==> config.mk <==
export PLATFORM = sky130hd
export DESIGN_NAME = ase_ram
export DESIGN_NICKNAME = d
export VERILOG_FILES = /design/src/hw/rtl/ase_ram.sv
export SDC_FILE = /design/constraint.sdc
export NUM_CORES = 2
export LEC_CHECK = 0
export BUFFER_PORTS_ARGS = -buffer_cell sky130_fd_sc_hd__buf_2
export CAP_MARGIN = 20
export CORE_ASPECT_RATIO = 1.1
export CORE_MARGIN = 4
export CORE_UTILIZATION = 55
export CTS_BUF_LIST = sky130_fd_sc_hd__clkbuf_8
export CTS_CLUSTER_SIZE = 20
export DETAILED_ROUTE_END_ITERATION = 7
export PLACE_DENSITY = 0.71
export RECOVER_POWER = 100
export SETUP_SLACK_MARGIN = 0.15
export SYNTH_ARGS = -nofsm -noshare
export SYNTH_HDL_FRONTEND = slang
export SYNTH_SLANG_ARGS = --single-unit
==> constraint.sdc <==
create_clock -name i_clk -period 3.5 [get_ports i_clk]
set_input_delay 0.35 -clock i_clk [delete_from_list [all_inputs] [get_ports i_clk]]
set_output_delay 0.35 -clock i_clk [all_outputs]
set_load 0.02 [all_outputs]
==> src/hw/rtl/ase_ram.sv <==
// ----------------------------------------------------------------------------
// ase_ram - generic single-clock RAM
// One write port and one read port with registered read data.
// ----------------------------------------------------------------------------
module ase_ram #(
    parameter int Width = 8,
    parameter int Depth = 256
) (
    input  logic                     i_clk,
    input  logic                     i_we,
    input  logic [$clog2(Depth)-1:0] i_waddr,
    input  logic [Width-1:0]         i_wdata,
    input  logic [$clog2(Depth)-1:0] i_raddr,
    output logic [Width-1:0]         o_rdata
);

    logic [Width-1:0] r_mem [Depth];
    logic [Width-1:0] r_rdata;

    always_ff @(posedge i_clk) begin
        if (i_we) begin
            r_mem[i_waddr] <= i_wdata;
        end
        r_rdata <= r_mem[i_raddr];
    end

    assign o_rdata = r_rdata;

endmodule

-- After elaboration in Yosys (flattened, before gate mapping)
Memories as Yosys holds them, arrays and structs flattened. A register that Yosys moved wholly into a read port is not among the register bits.
Cells that the tools add are included.
- word-level logic and storage cells: 3
- output and inout port bits: 8
- register bits: 0
- input port bits: 26
- memories: 1
- memory bits (writable): 2048
- memory list (memory ; depth ; width ; rd ports ; clocked after memory_dff ; wr ports ; line ; RTL):
    r_mem ; 256 ; 8 ; 1 ; 1 ; 1 ; 17 ; logic [Width-1:0] r_mem [Depth];
- muxes and demuxes: 2
- operator list (kind ; number):
    1-bit 2-to-1 mux ; 2

-- Logic depth before layout (Yosys ltp)
- depth in word-level cells: 2
- gate-level depth with buffers: 11
- mapped depth without buffers: 6

-- Worst setup path before layout
Ideal clock, no wire load.
- path kind: input to register
- from: input i_raddr[0]
- to: register r_rdata[2] (netlist: o_rdata[2]), read port of r_mem
- setup slack: 1.212 ns
- library setup time: 0.131 ns
- required time: 3.369 ns
- buffers on the path: 4
- stages on the path: 9
- arrival time: 2.157 ns
- cell sequence: buf_6 -> buf_12 -> buf_8 -> buf_2 -> mux4_2 -> a22oi_1 -> a21oi_1 -> nor4_1 -> nor4_2
- RTL lines (item ; line ; RTL):
    start: declaration ; 13 ; input logic [$clog2(Depth)-1:0] i_raddr,
    end: declaration ; 18 ; logic [Width-1:0] r_rdata;

-- Final worst setup path
- from: input i_waddr[1]
- to: memory r_mem[69][5] (enable)
- RTL lines (item ; line ; RTL):
    start: declaration ; 11 ; input logic [$clog2(Depth)-1:0] i_waddr,
    end: declaration ; 17 ;
No word-level cell before the write port.

==> impl_results.md <==
* Residual DRC at 0
* Overall routing resource usage at 0.260
* Clk sink count at 2056
* Switching share of power at 0.220
* Starting Density at 0.553
* Largest family of logic cells by synthesized area: multiplexers
* FP Rows at 146
* Clk Latency, worst-skew pair at 1030 ps
* Post-CTS Resized at 0
* DIE AREA at 0.151 mm²
* H-tree lvl count at 5
* Peak supply drop at 0.000409 V
* Gate power share at 0.053
* Sequential power share at 0.565
* Die Span Y at 407 µm
* Worst Setup End Kind: flop
* Min Clock Period, post-route at 3250 ps
* Final worst-path cycle share at 0.929
* Kind of critical path: input pin to flop
* Clk root buf: clkbuf_8
* # Max-Cap Violations at 14
* Share of cells above drive strength 1 at 0.239
* Syn Nets at 3759
* DPL Wire Length at 121000 µm
* Critical path arrival at 3800 ps
* Synth Area in Compound Gates at 0.0342
* Multiplexer share of the synthesized area at 0.146
* Die width at 371 µm
* Pwr per Cell Area at 542 mW/mm²
* Seq/Total Area, Yosys at 0.775
* Worst hold stages at 4
* Synth Area in Adders at 0
* P&R area growth vs syn at 11.9%
* Yosys warnings at 0
* Core Box Area at 0.144 mm²
* Tightest Hold Check Type: input pin to flop
* Synthesized instance count at 3733
* Crit-path cells: dlygate4sd3_1 -> clkbuf_1 -> nor2b_1 -> clkbuf_1 -> nand3_1 -> clkbuf_1 -> nor2_1
* CTS clock-pin slew for the worst setup and hold paths at 60 ps
* Net Switching at 10.6 mW
* Grt ovf at 0
* Post CTS Setup Buffer Count at 0
* Post-Syn Area at 0.0796 mm²
* Crit start category: input pin
* Simple-Gate Fraction of Synth Area at 0.0263
* Cts hold-fix bufs at 12
* Final count of hold timing violations at 0
* EDFF count, synth at 2048
* Vias in the first global route at 41.2k
* Worst Path Max Fanout at 13
* # setup viols final at 0
* Max-slew violations at 858
* Slew margin rel. at -1.18
* Failing checks: capacitance limit, slew limit
* Nets at 4247
* Post-route setup slack at 247 ps
* Post-synth ARST share at 0
* Cell mode on critical path: clkbuf_1
* IO Port Bufs at 33
* FMAX at 0.307 GHz
* Largest net degree at the start of global routing at 146
* Vias at 40.7k
* Hold_ws at 185 ps
* Max incr delay on CP at 1330 ps
* Commonest non-fill, non-tap cells in the layout: edfxtp_1, mux4_2, clkbuf_8
* Pre-antenna DRT Iters at 5
* Layout Skew at 59.2 ps
* Xor/xnor share of the synthesized area at 0
* Synth unique cells at 55
* CP required at 4050 ps
* First-pass GRT wire length at 283000 µm
* Slowest CP cell: clkbuf_1
* Syn avg cell area at 21.3 µm²
* Clock Path Buffers at 4
* Delay-heaviest family, CP: buffers and inverters
* Finished Core Util at 0.618
* Worst-margin pin slew at 3280 ps
* DRT Wirelength at 193000 µm
* Commonest non-fill, non-tap cell in the layout: edfxtp_1
* Yosys reg bits at 2056
* CTS Buf Count at 326
* Antenna viol nets, final at 0
* Dpl ws at -156 ps
* Primary FF master, synth: edfxtp_1
* Leak pwr at 27.9 nW
* Worst path depth at 7
* P_int at 37.6 mW
* Initial antenna violation count at 11
* TritonCTS clock tree: yes
* R2R cell count at 6
* Starting DRT DRC Count at 5141
* Clk network pwr share at 0.383
* RSZ-0062 raised after global routing: no
* Status: finished, violations left
* WL per Instance at 30.4 µm
* DR vias/cell at 6.39
* CP bufs+invs at 4
* # IOs at 34
* Routability cong. at 0.874
## per-stage QoR
step / cells / instance area (µm²) / power, mW / TNS (ps)
3_5_place_dp: 5805 / 84000 / 30.3 / -195
6_report: 6369 / 89000 / 48.2 / 0
5_1_grt: 6363 / 89000 / 49.8 / 0
3_3_place_gp: 5803 / 83900 / 30.2 / -792
2_1_floorplan: 3733 / 79600 / 29.0 / 0
4_1_cts: 6359 / 89800 / 48.5 / 0
## kinds of logic after synthesis
family	after synthesis
AOI/OAI and AO/OA	385
and+or+nand+nor	466
buffers and inverters	235
DFF	2056
muxes	591
## worst paths after layout
kind,start,endpoint,slack [ps]
max,i_waddr[1],r_mem[69][5],250
min,i_waddr[5],r_mem[118][2],190
max reg2reg,r_mem[209][3],o_rdata[3],630
min reg2reg,r_mem[62][5],o_rdata[5],1140
## cell usage after synthesis (2+ instances only)
library cell | n | area [µm²]
buf_12 | 8 | 160
and3b_1 | 2 | 17.5
clkbuf_1 | 111 | 417
a22oi_1 | 133 | 998
o21ai_1 | 2 | 10.0
nand3b_1 | 2 | 15.0
buf_8 | 13 | 195
mux4_2 | 454 | 10200
a2111oi_1 | 2 | 20.0
nor2b_1 | 31 | 194
buf_2 | 31 | 155
o22ai_1 | 28 | 175
a221oi_1 | 13 | 114
or2_2 | 4 | 25.0
nand2_1 | 33 | 124
edfxtp_1 | 2048 | 61500
a22o_1 | 8 | 70.1
nand2b_1 | 8 | 50.1
o21ai_0 | 10 | 50.1
mux2i_1 | 134 | 1340
mux4_1 | 2 | 52.6
buf_4 | 27 | 203
nor3_1 | 22 | 110
nand4_1 | 10 | 62.6
a311oi_1 | 2 | 17.5
and2_1 | 6 | 37.5
a31oi_1 | 2 | 12.5
o22a_1 | 5 | 43.8
nor2_1 | 282 | 1060
dfxtp_1 | 8 | 160
o221ai_1 | 46 | 403
o32ai_1 | 4 | 35.0
buf_1 | 22 | 82.6
buf_6 | 21 | 236
a21oi_1 | 96 | 480
nand3_1 | 34 | 170
a2111oi_0 | 2 | 17.5
nor4_2 | 3 | 37.5
o211ai_1 | 10 | 75.1
a211oi_1 | 16 | 120
nor4_1 | 24 | 150
## worst min-delay path: stages
cell,delay [ps]
buf_2,150
nand3_1,100
buf_4,250
nor2_1,150
## state kept, by name (all words and copies together) (netlist names)
register	cells
o_rdata	8
r_mem	2048
## per-layer routing
layer / part of all wire / global-route usage
met5: 0.000067 / 0
met4: 0.036 / 0.0917
met3: 0.099 / 0.0646
met2: 0.49 / 0.416
met1: 0.38 / 0.354
## power groups by stage
stage                     registers, mW  clock network (mW)  logic, mW
final                              27.2                18.4       2.54
after CTS                          27.2                18.7       2.59
after floorplan                    27.7                   0       1.32
after detailed placement           27.7                   0       2.57
after global routing               27.2                19.9       2.67
after global placement             27.7                   0       2.54
## final cells by class
type	instances	area (µm²)
Sequential cell	2056	61700
Multi-Input combinational cell	1442	16500
Fill cell	9943	54900
Antenna cell	10	25.0
Clock inverter	209	1100
Inverter	2	7.51
Tap cell	1924	2410
Clock buffer	333	4580
Timing Repair Buffer	393	2740
Power figures use the tool's default switching activity.
